[src/hw/rtl/asla_pkg.sv]
// ----------------------------------------------------------------------------
// asla_pkg
// Shared widths, constants and codes for the ADC sensor linearize/average block.
// ----------------------------------------------------------------------------
package asla_pkg;

  localparam int DIV_W  = 32;
  localparam int SUM_W  = 32;
  localparam int CNT_W  = 16;
  localparam int CODE_W = 10;
  localparam int MV_W   = 13;
  localparam int AVG_W  = 9;
  localparam int TDATA_IN_W  = 16;
  localparam int TDATA_OUT_W = 16;

  localparam int unsigned MV_NUM    = 488;
  localparam int unsigned MV_DEN    = 100;
  localparam int unsigned SUPPLY_MV = 5000;
  localparam int unsigned R_SCALE   = 100;
  localparam int unsigned LIGHT_NUM = 50000;
  localparam int unsigned LIGHT_DIV = 100;
  localparam int unsigned TEMP_DIV  = 10;
  localparam int unsigned AVG_MAX   = 500;

  localparam logic MODE_LIGHT = 1'b0;
  localparam logic MODE_TEMP  = 1'b1;
  localparam logic OP_SAMPLE  = 1'b0;
  localparam logic OP_UPDATE  = 1'b1;

  typedef logic [DIV_W-1:0] div_word_t;

endpackage

[src/hw/rtl/asla_div.sv]
// ----------------------------------------------------------------------------
// asla_div
// Shared restoring divider: one quotient bit per cycle, done pulse at the end.
// ----------------------------------------------------------------------------
module asla_div
  import asla_pkg::*;
#(
  parameter int W = DIV_W
) (
  input  logic         clk,
  input  logic         rst,
  input  logic         start,
  input  logic [W-1:0] dividend,
  input  logic [W-1:0] divisor,
  output logic         done,
  output logic [W-1:0] quotient
);

  localparam int CW = (W > 1) ? $clog2(W) : 1;

  logic          busy;
  logic [CW-1:0] cnt;
  logic [W-1:0]  rem;
  logic [W-1:0]  quo;
  logic [W-1:0]  dvs;
  logic [W:0]    trial;
  logic [W:0]    diff;
  logic          ge;

  assign trial = {rem, quo[W-1]};
  assign diff  = trial - {1'b0, dvs};
  assign ge    = ~diff[W];

  always_ff @(posedge clk) begin
    if (rst) begin
      busy <= 1'b0;
      done <= 1'b0;
      cnt  <= '0;
    end else begin
      done <= 1'b0;
      if (start) begin
        busy <= 1'b1;
        cnt  <= CW'(W - 1);
      end else if (busy) begin
        cnt <= cnt - 1'b1;
        if (cnt == '0) begin
          busy <= 1'b0;
          done <= 1'b1;
        end
      end
    end
  end

  always_ff @(posedge clk) begin
    if (start) begin
      rem <= '0;
      quo <= dividend;
      dvs <= divisor;
    end else if (busy) begin
      rem <= ge ? diff[W-1:0] : trial[W-1:0];
      quo <= {quo[W-2:0], ge};
    end
  end

  assign quotient = quo;

endmodule

[src/hw/rtl/adc_sensor_linearize_average_unit.sv]
// ----------------------------------------------------------------------------
// adc_sensor_linearize_average_unit
// Linearizes ADC samples and returns block averages on request.
// ----------------------------------------------------------------------------
// One 32-step restoring divider is shared by every step, so the input takes
// one word at a time: a temperature sample needs one division, a light
// sample up to three (millivolts, resistance, then 50000/resistance), an
// update two (sum/count, then the scale-down) and an update with no
// samples none. The result sits in an output register, so the next word is
// taken while it waits. s_axis_tuser carries op (0 sample, 1 update);
// m_axis_tuser flags an update that found no samples.
module adc_sensor_linearize_average_unit
  import asla_pkg::*;
(
  input  logic                   clk,
  input  logic                   rst,
  input  logic                   cfg_we,
  input  logic                   cfg_wdata,      // sensor_mode
  input  logic                   s_axis_tvalid,
  output logic                   s_axis_tready,
  input  logic [TDATA_IN_W-1:0]  s_axis_tdata,   // [9:0] adc_code
  input  logic                   s_axis_tuser,   // [0] op
  output logic                   m_axis_tvalid,
  input  logic                   m_axis_tready,
  output logic [TDATA_OUT_W-1:0] m_axis_tdata,   // [8:0] average
  output logic                   m_axis_tuser    // [0] empty_res
);

  localparam logic [2:0] ST_IDLE = 3'd0;
  localparam logic [2:0] ST_MV   = 3'd1;
  localparam logic [2:0] ST_RES  = 3'd2;
  localparam logic [2:0] ST_LUX  = 3'd3;
  localparam logic [2:0] ST_AVG  = 3'd4;
  localparam logic [2:0] ST_SCL  = 3'd5;
  localparam logic [2:0] ST_DONE = 3'd6;

  logic [2:0]       state;
  logic             sensor_mode;
  logic [SUM_W-1:0] running_sum;
  logic [CNT_W-1:0] sample_count;
  logic             div_start;
  div_word_t        div_dvd;
  div_word_t        div_dvs;
  logic             div_done;
  div_word_t        div_quo;
  logic [AVG_W-1:0] res_avg;
  logic             res_empty;
  logic [AVG_W-1:0] out_avg;
  logic             out_empty;

  logic             s_fire;
  logic             out_free;
  logic [MV_W-1:0]  mv;
  logic [CODE_W-1:0] code;

  assign s_axis_tready = (state == ST_IDLE);
  assign s_fire        = s_axis_tvalid & s_axis_tready;
  assign out_free      = ~m_axis_tvalid | m_axis_tready;
  assign mv            = div_quo[MV_W-1:0];
  assign code          = s_axis_tdata[CODE_W-1:0];

  asla_div #(
    .W(DIV_W)
  ) u_div (
    .clk     (clk),
    .rst     (rst),
    .start   (div_start),
    .dividend(div_dvd),
    .divisor (div_dvs),
    .done    (div_done),
    .quotient(div_quo)
  );

  always_ff @(posedge clk) begin
    if (rst) begin
      state         <= ST_IDLE;
      sensor_mode   <= MODE_LIGHT;
      running_sum   <= '0;
      sample_count  <= '0;
      div_start     <= 1'b0;
      m_axis_tvalid <= 1'b0;
    end else begin
      div_start <= 1'b0;
      if (cfg_we) begin
        sensor_mode <= cfg_wdata;
      end
      if ((state == ST_DONE) && out_free) begin
        m_axis_tvalid <= 1'b1;
      end else if (m_axis_tvalid && m_axis_tready) begin
        m_axis_tvalid <= 1'b0;
      end
      unique case (state)
        ST_IDLE: begin
          if (s_fire) begin
            if (s_axis_tuser == OP_SAMPLE) begin
              // drop a sample at full count
              if (sample_count != '1) begin
                sample_count <= sample_count + 1'b1;
                div_start    <= 1'b1;
                state        <= ST_MV;
              end
            end else if (sample_count == '0) begin
              running_sum <= '0;
              state       <= ST_DONE;
            end else begin
              div_start <= 1'b1;
              state     <= ST_AVG;
            end
          end
        end
        ST_MV: begin
          if (div_done) begin
            if (sensor_mode == MODE_TEMP) begin
              running_sum <= running_sum + SUM_W'(mv);
              state       <= ST_IDLE;
            end else if (mv <= MV_W'(1)) begin
              state <= ST_IDLE;
            end else begin
              div_start <= 1'b1;
              state     <= ST_RES;
            end
          end
        end
        ST_RES: begin
          if (div_done) begin
            if (div_quo == '0) begin
              running_sum <= running_sum + SUM_W'(LIGHT_NUM);
              state       <= ST_IDLE;
            end else begin
              div_start <= 1'b1;
              state     <= ST_LUX;
            end
          end
        end
        ST_LUX: begin
          if (div_done) begin
            running_sum <= running_sum + SUM_W'(div_quo);
            state       <= ST_IDLE;
          end
        end
        ST_AVG: begin
          if (div_done) begin
            div_start <= 1'b1;
            state     <= ST_SCL;
          end
        end
        ST_SCL: begin
          if (div_done) begin
            running_sum  <= '0;
            sample_count <= '0;
            state        <= ST_DONE;
          end
        end
        ST_DONE: begin
          if (out_free) begin
            state <= ST_IDLE;
          end
        end
        default: begin
          state <= ST_IDLE;
        end
      endcase
    end
  end

  always_ff @(posedge clk) begin
    unique case (state)
      ST_IDLE: begin
        if (s_axis_tuser == OP_SAMPLE) begin
          div_dvd <= div_word_t'(code) * div_word_t'(MV_NUM);
          div_dvs <= div_word_t'(MV_DEN);
        end else begin
          div_dvd <= div_word_t'(running_sum);
          div_dvs <= div_word_t'(sample_count);
        end
        res_avg   <= '0;
        res_empty <= 1'b1;
      end
      ST_MV: begin
        div_dvd <= div_word_t'(R_SCALE) * div_word_t'(MV_W'(SUPPLY_MV) - mv);
        div_dvs <= div_word_t'(mv);
      end
      ST_RES: begin
        div_dvd <= div_word_t'(LIGHT_NUM);
        div_dvs <= div_quo;
      end
      ST_AVG: begin
        div_dvd <= div_quo;
        div_dvs <= (sensor_mode == MODE_TEMP) ? div_word_t'(TEMP_DIV)
                                              : div_word_t'(LIGHT_DIV);
      end
      ST_SCL: begin
        res_avg   <= (div_quo > div_word_t'(AVG_MAX)) ? AVG_W'(AVG_MAX)
                                                      : div_quo[AVG_W-1:0];
        res_empty <= 1'b0;
      end
      ST_DONE: begin
        if (out_free) begin
          out_avg   <= res_avg;
          out_empty <= res_empty;
        end
      end
      default: begin
      end
    endcase
  end

  assign m_axis_tdata = {{(TDATA_OUT_W - AVG_W){1'b0}}, out_avg};
  assign m_axis_tuser = out_empty;

endmodule
[config.mk]
export PLATFORM = sky130hd
export DESIGN_NAME = adc_sensor_linearize_average_unit
export DESIGN_NICKNAME = d
export VERILOG_FILES = /design/src/hw/rtl/asla_pkg.sv /design/src/hw/rtl/asla_div.sv /design/src/hw/rtl/adc_sensor_linearize_average_unit.sv
export SDC_FILE = /design/constraint.sdc
export NUM_CORES = 1
export LEC_CHECK = 0
export BUFFER_PORTS_ARGS = -buffer_cell sky130_fd_sc_hd__buf_2
export CORE_MARGIN = 2
export CORE_UTILIZATION = 45
export CTS_BUF_LIST = sky130_fd_sc_hd__clkbuf_2
export CTS_CLUSTER_DIAMETER = 50
export DETAILED_ROUTE_END_ITERATION = 10
export GPL_ROUTABILITY_DRIVEN = 0
export GPL_TIMING_DRIVEN = 0
export PLACE_DENSITY = 0.69
export SLEW_MARGIN = 20
export SYNTH_ARGS = -nofsm -noshare
export SYNTH_HDL_FRONTEND = slang
export SYNTH_SLANG_ARGS = --single-unit
[constraint.sdc]
create_clock -name clk -period 15.71 [get_ports clk]
set_input_delay 1.571 -clock clk [delete_from_list [all_inputs] [get_ports clk]]
set_output_delay 1.571 -clock clk [all_outputs]
set_load 0.05 [all_outputs]
After elaboration in Yosys (flattened, before gate mapping)
Cells that the tools add are included.
{"block": "totals", "regBits": 241, "input_bits": 23, "output_inout_bits": 19, "elab_cells": 130}
{"block": "op_classes", "add_sub_neg": 7, "mul": 2, "magnitude_cmp": 2, "n_eq_ne": 21, "muxes": 59, "bitwise": 5, "n_reduce_logical": 16}
{"op": "$mux 32", "n": 13}
{"op": "$pmux 32 s4", "n": 2}
{"op": "$pmux 32 s5", "n": 1}
{"op": "$mux 16", "n": 5}
{"op": "$sub 33x32->33", "n": 1}
{"op": "$add 32x13->32", "n": 1}
{"op": "$add 32x16->32 const B", "n": 1}
{"op": "$add 32x32->32", "n": 1}
{"op": "$gt 32x9->1 const B", "n": 1}
{"op": "$logic_not 32->1", "n": 1}
{"op": "$mul 5x32->30 const A", "n": 1}
{"op": "$pmux 16 s2", "n": 1}
{"op": "$mux 3", "n": 9}
{"op": "$pmux 3 s7", "n": 1}
{"op": "$ne 2x1->1 const B", "n": 9}
{"op": "$pmux 9 s2", "n": 1}
{"op": "$add 16x1->16 const B", "n": 1}
{"op": "$logic_not 16->1", "n": 1}
{"op": "$mul 10x6->16 const B", "n": 1}
{"op": "$mux 1", "n": 16}
{"op": "$ne 16x16->1 const B", "n": 1}
{"op": "$sub 13x13->14 const A", "n": 1}
{"op": "$le 13x1->1 const B", "n": 1}
{"op": "$mux 5", "n": 2}
{"op": "other kinds (25)", "n": 39}

Depth between registers and ports, before layout
{"block": "depth", "word_depth": 5, "depth_mapped": 22, "mapped_depth_nobuf": 21}

Hierarchy
Synthesis repeated with hierarchy kept, for this count alone.
{"block": "unflattened", "hier_cells": 1856, "area_unflattened_um2": 17402.9}
{"mod": "adc_sensor_linearize_average_unit", "instances": 1, "cells_per_inst": 1309, "area_per_inst_um2": 11639.9, "seq_area_each_um2": 3603.5}
{"mod": "asla_div", "instances": 1, "cells_per_inst": 547, "area_per_inst_um2": 5763.0, "seq_area_each_um2": 2702.6}

Least setup slack after synthesis
No wires, ideal clock.
{"block": "synth_path", "path_type": "register to register", "from": "reg state[2]", "to": "reg div_start", "setup_time_ps": 88, "arrival_ps": 6339, "required_time_ps": 15622, "slack_ps": 9283, "stages_incl_launch_ff": 7, "n_path_buf": 3, "path_cell_list": "dfxtp_1 clkbuf_1 clkbuf_1 or2_2 clkbuf_1 a21boi_0 and3_1"}
{"block": "synth_between", "elab_chain_len": 4, "elab_cells_between_ends": 7}
{"item": "start, declared", "line_no": "adc_sensor_linearize_average_unit.sv:37", "rtl": "logic [2:0] state;"}
{"item": "start signal, assigned", "line_no": "adc_sensor_linearize_average_unit.sv:76", "rtl": "state <= ST_IDLE;"}
{"item": "start signal, assigned", "line_no": "adc_sensor_linearize_average_unit.sv:100", "rtl": "state <= ST_MV;"}
{"item": "start signal, assigned", "line_no": "adc_sensor_linearize_average_unit.sv:104", "rtl": "state <= ST_DONE;"}
{"item": "$logic_not 3->1", "line_no": "adc_sensor_linearize_average_unit.sv:56, adc_sensor_linearize_average_unit.sv:92"}
{"item": "$and 1x1->1", "line_no": "adc_sensor_linearize_average_unit.sv:57", "rtl": "assign s_fire = s_axis_tvalid & s_axis_tready;"}
{"item": "$mux 1", "line_no": "adc_sensor_linearize_average_unit.sv:94", "rtl": "if (s_fire) begin"}
{"item": "$pmux 1 s4 *", "line_no": "adc_sensor_linearize_average_unit.sv:92", "rtl": "unique case (state)"}
{"item": "end signal, assigned", "line_no": "adc_sensor_linearize_average_unit.sv:80", "rtl": "div_start <= 1'b0;"}
{"item": "end signal, assigned", "line_no": "adc_sensor_linearize_average_unit.sv:99", "rtl": "div_start <= 1'b1;"}
{"item": "end signal, assigned", "line_no": "adc_sensor_linearize_average_unit.sv:106", "rtl": "div_start <= 1'b1;"}
{"item": "end, declared", "line_no": "adc_sensor_linearize_average_unit.sv:41", "rtl": "logic div_start;"}
Mark *: on every way between the ends. The rest lies on a longest branch, timed or not.
A chain may end at the register's enable or synchronous reset.

Worst setup path after layout
{"block": "layout_path", "from": "reg u_div.quo[0] (netlist: u_div.quotient[0])", "to": "reg div_dvd[24] (data pin)"}
{"block": "layout_between", "elab_chain_len": 3}
{"item": "start, declared", "line_no": "asla_div.sv:24", "rtl": "logic [W-1:0] quo;"}
{"item": "start signal, assigned", "line_no": "asla_div.sv:57", "rtl": "quo <= dividend;"}
{"item": "start signal, assigned", "line_no": "asla_div.sv:61", "rtl": "quo <= {quo[W-2:0], ge};"}
{"item": "$sub 13x13->14", "line_no": "adc_sensor_linearize_average_unit.sv:180", "rtl": "div_dvd <= div_word_t'(R_SCALE) * div_word_t'(MV_W'(SUPPLY_MV) - mv);"}
{"item": "$mul 5x32->30", "line_no": "adc_sensor_linearize_average_unit.sv:180"}
{"item": "$pmux 32 s4", "line_no": "adc_sensor_linearize_average_unit.sv:167", "rtl": "unique case (state)"}
{"item": "end signal, assigned", "line_no": "adc_sensor_linearize_average_unit.sv:170", "rtl": "div_dvd <= div_word_t'(code) * div_word_t'(MV_NUM);"}
{"item": "end signal, assigned", "line_no": "adc_sensor_linearize_average_unit.sv:180"}
{"item": "end signal, assigned", "line_no": "adc_sensor_linearize_average_unit.sv:184", "rtl": "div_dvd <= div_word_t'(LIGHT_NUM);"}
{"item": "end, declared", "line_no": "adc_sensor_linearize_average_unit.sv:42", "rtl": "div_word_t div_dvd;"}
Every way passes these cells.

==> summary.md <==
| Metric | Value |
|---|---|
| Commonest cells in the synthesized netlist | `160 x nor2_1, 148 x edfxtp_1, 143 x ha_1` |
| Post-CTS Setup Repair Bufs | `0` |
| Top delay family on crit path | `compound AO/OA/AOI/OAI gates` |
| Final min period | `7.32 ns` |
| Crit-path max cell delay | `0.88 ns` |
| WHS Path Cells | `0` |
| Total Power | `0.00331 W` |
| Via density | `5.86` |
| Cts repair resizes | `0` |
| Count of input and output buffers | `26` |
| Min-delay src | `div_dvs[17]` |
| Worst R2R Path Depth | `20` |
| F_max | `0.137 GHz` |
| Final instance area | `18800 µm²` |
| First-pass iteration count of the detailed router | `7` |
| Initial Util | `0.456` |
| CTS Hold Bufs | `0` |
| Part of the Yosys area used for sequential elements | `0.367` |
| Max-Cap Viols | `0` |
| P&R area growth vs syn | `9.13%` |
| Cells after synthesis | `1837` |
| Iteration-0 DRC Markers | `1413` |
| Top cell type's share of synthesized area | `0.259` |
| Ratio of cells with drive above 1 in the final layout | `0.108` |
| Fillers | `3529` |
| # DRC | `0` |
| Number of flops mapped to enable cells by yosys | `148` |
| Setup CP Type | `reg -> reg` |
| Initial antenna violation count | `3` |
| Worst Skew | `0.0653 ns` |
| Area of the multi-input gates | `10100 µm²` |
| CP arrival | `7.85 ns` |
| #FFs+latches synth | `241` |
| Hold Vio Cnt, Final | `0` |
| Die Height | `199 µm` |
| Crit. End Element | `flop` |
| Pwr dens | `176 nW/µm²` |
| Final nets | `2146` |
| Later-pin clock latency in the skew report | `0.87 ns` |
| CP Cell Sequence | `clkbuf_1 -> inv_1 -> ha_1 -> inv_1 -> o21ai_0 -> nand2_1 -> nand2b_1 -> nand2_1 -> xnor2_1 -> inv_1 -> fa_1 -> fa_1 -> xnor2_1 -> inv_1 -> xnor2_1 -> nand2_1 -> a211oi_1 -> nor3_1 -> a21oi_1 -> nand2_1` |
| Yosys Warn Count | `0` |
| Final Max Tran Viols | `0` |
| RSZ-0062 raised after global routing | `false` |
| Core area | `37700 µm²` |
| Most frequent cell after synthesis | `nor2_1` |
| Vias | `14700` |
| Num CTS Buffers | `67` |
| R2r endpoint | `div_dvd[24]` |
| Die Wd | `199 µm` |
| CTS tree | `yes` |
| Final-report setup violation count | `0` |
| Unique masters post-synth | `86` |
| Number of global-route vias before repair | `14400` |
| Buf+Inv Stages, Crit Path | `5` |
| Pin count of the biggest net entering global routing | `38` |
| First-pass GRT wire length | `75700 µm` |
| # IOs | `42` |
| HP Class | `reg -> reg` |
| Post-DP HPWL | `36500 µm` |
| Crit path depth | `20` |
| Ys async rst share | `0` |
| Top cells by area, synth | `edfxtp_1 26%, dfxtp_1 11%, ha_1 10%` |
| Wire per inst | `19.3 µm` |
| Reg area | `6310 µm²` |
| FP Rows | `71` |
| CTS H-tree depth | `3` |
| Worst reg2reg startpoint | `u_div.quotient[0]` |
| Grt total ovfl | `0` |
| Run status | `finished, final reports clean` |
| Slew @ Worst Pin | `1.05 ns` |
| Final WL | `48300 µm` |
| Clock Pin Slew Worst Setup and Hold Paths | `0.10 ns` |
| CP Data Required Time | `16.25 ns` |
| Root buf cell | `clkbuf_2` |
| Synthesized area | `17200 µm²` |
| CP max FO | `8` |
| CP max stage cell | `a211oi_1` |
| Reg-to-reg slack, setup | `8.39 ns` |
| Post-route setup TNS | `0 ns` |
| Dpl cell area | `18100 µm²` |
| Leading area contributor after synthesis | `edfxtp_1` |
| Die area | `39800 µm²` |
| Ratio of final minimum period to clock period | `0.466` |
| WHS Endpoint | `u_div.dvs[17]` |
| GRT Total Usage | `0.244` |
| Place WS | `8.64 ns` |
| Slew margin rel. | `0.294` |
| Top_reg_cell synth | `edfxtp_1` |
| Number of nets still failing antenna checks after routing | `0` |
| CTS max path bufs | `3` |
| CTS Sinks | `241` |
| Worst Setup Start Kind | `flop` |
| Leakage | `7.91 nW` |
| Syn Area/Cell | `9.36 µm²` |
| Final WS setup | `8.39 ns` |
| Peak VDD IR | `0.0987 mV` |
[registers in the layout, indices dropped and copies added, names as in the netlist, 3 cells and up]
register	count
u_div.rem	32
div_dvs	32
res_avg	9
state	3
u_div.dvs	32
running_sum	32
u_div.cnt	5
out_avg	9
div_dvd	32
sample_count	16
u_div.quotient	32
[power by group]
group | internal (W) | switching, W | total (W) | leakage (nW)
Clock | 0.000204 | 0.000282 | 0.000486 | 0.490
Combinational | 0.000723 | 0.00113 | 0.00185 | 5.12
Sequential | 0.000872 | 0.0000975 | 0.000970 | 2.29
Total | 0.00180 | 0.00151 | 0.00331 | 7.91
[placed cells by master, fill, tap and decap left out, drive strengths merged, types with 14 or more instances in the layout]
cell type	netlist	layout
nand4	14	14
edfxtp	148	148
a211oi	28	28
buf	21	51
nand2b	22	22
fa	38	38
dfxtp	93	93
a21oi	115	115
clkbuf	79	178
o21a	15	15
mux2i	31	31
o21ai	116	116
ha	143	143
nor4	17	17
inv	115	116
nand2	142	142
nor3	33	33
and3	50	50
nand3	47	47
nor2	160	160
xor2	51	51
a22oi	15	15
a22o	15	15
clkinv	0	20
mux2	30	30
a21o	30	30
and2	14	14
xnor2	62	62
[worst max path at each step]
stage / start / endpoint
after floorplan: state[2] / div_start
after global placement: state[2] / div_start
after detailed placement: u_div.quotient[0] / div_dvd[24]
after CTS: u_div.quotient[0] / div_dvd[24]
after global routing: u_div.quotient[0] / div_dvd[24]
final: u_div.quotient[0] / div_dvd[24]
[logic make-up (layout without fill, tap and decap cells)]
logic type,count (synthesis),count (layout),synth area share
simple gates,554,554,0.155
other cells,1,9,0.000218
buf+inv,215,369,0.0507
fa+ha+maj,181,181,0.148
compound gates,471,471,0.183
mux,61,61,0.0377
flops,241,241,0.367
xor+xnor,113,113,0.0576
[area by class of cell]
class,instances,area share
Sequential cell,241,0.336
Timing Repair Buffer,30,0.0117
Tap cell,511,0.0341
Antenna cell,2,0.000267
Clock inverter,25,0.00881
Clock buffer,99,0.0264
Multi-Input combinational cell,1387,0.536
Inverter,115,0.0230
Buffer,100,0.0234
[metrics by stage]
step           std cells  utilization  hold slack, ns
6_report            2510        0.498           0.389
5_1_grt             2509        0.498           0.397
4_1_cts             2508        0.498           0.376
3_5_place_dp        2384        0.480           0.405
3_3_place_gp        2380        0.477           0.401
2_1_floorplan       1843            -           0.400
[per-layer routing]
metal,up-vias,global-route usage,wire [µm],share of wire
li1,6945,-,-,-
met1,6957,0.306,19800,0.41
met2,645,0.409,22500,0.47
met3,169,0.0471,4030,0.083
met4,0,0.106,2000,0.041
met5,-,0,0,0
No activity file was read; power rests on OpenSTA's default activity.
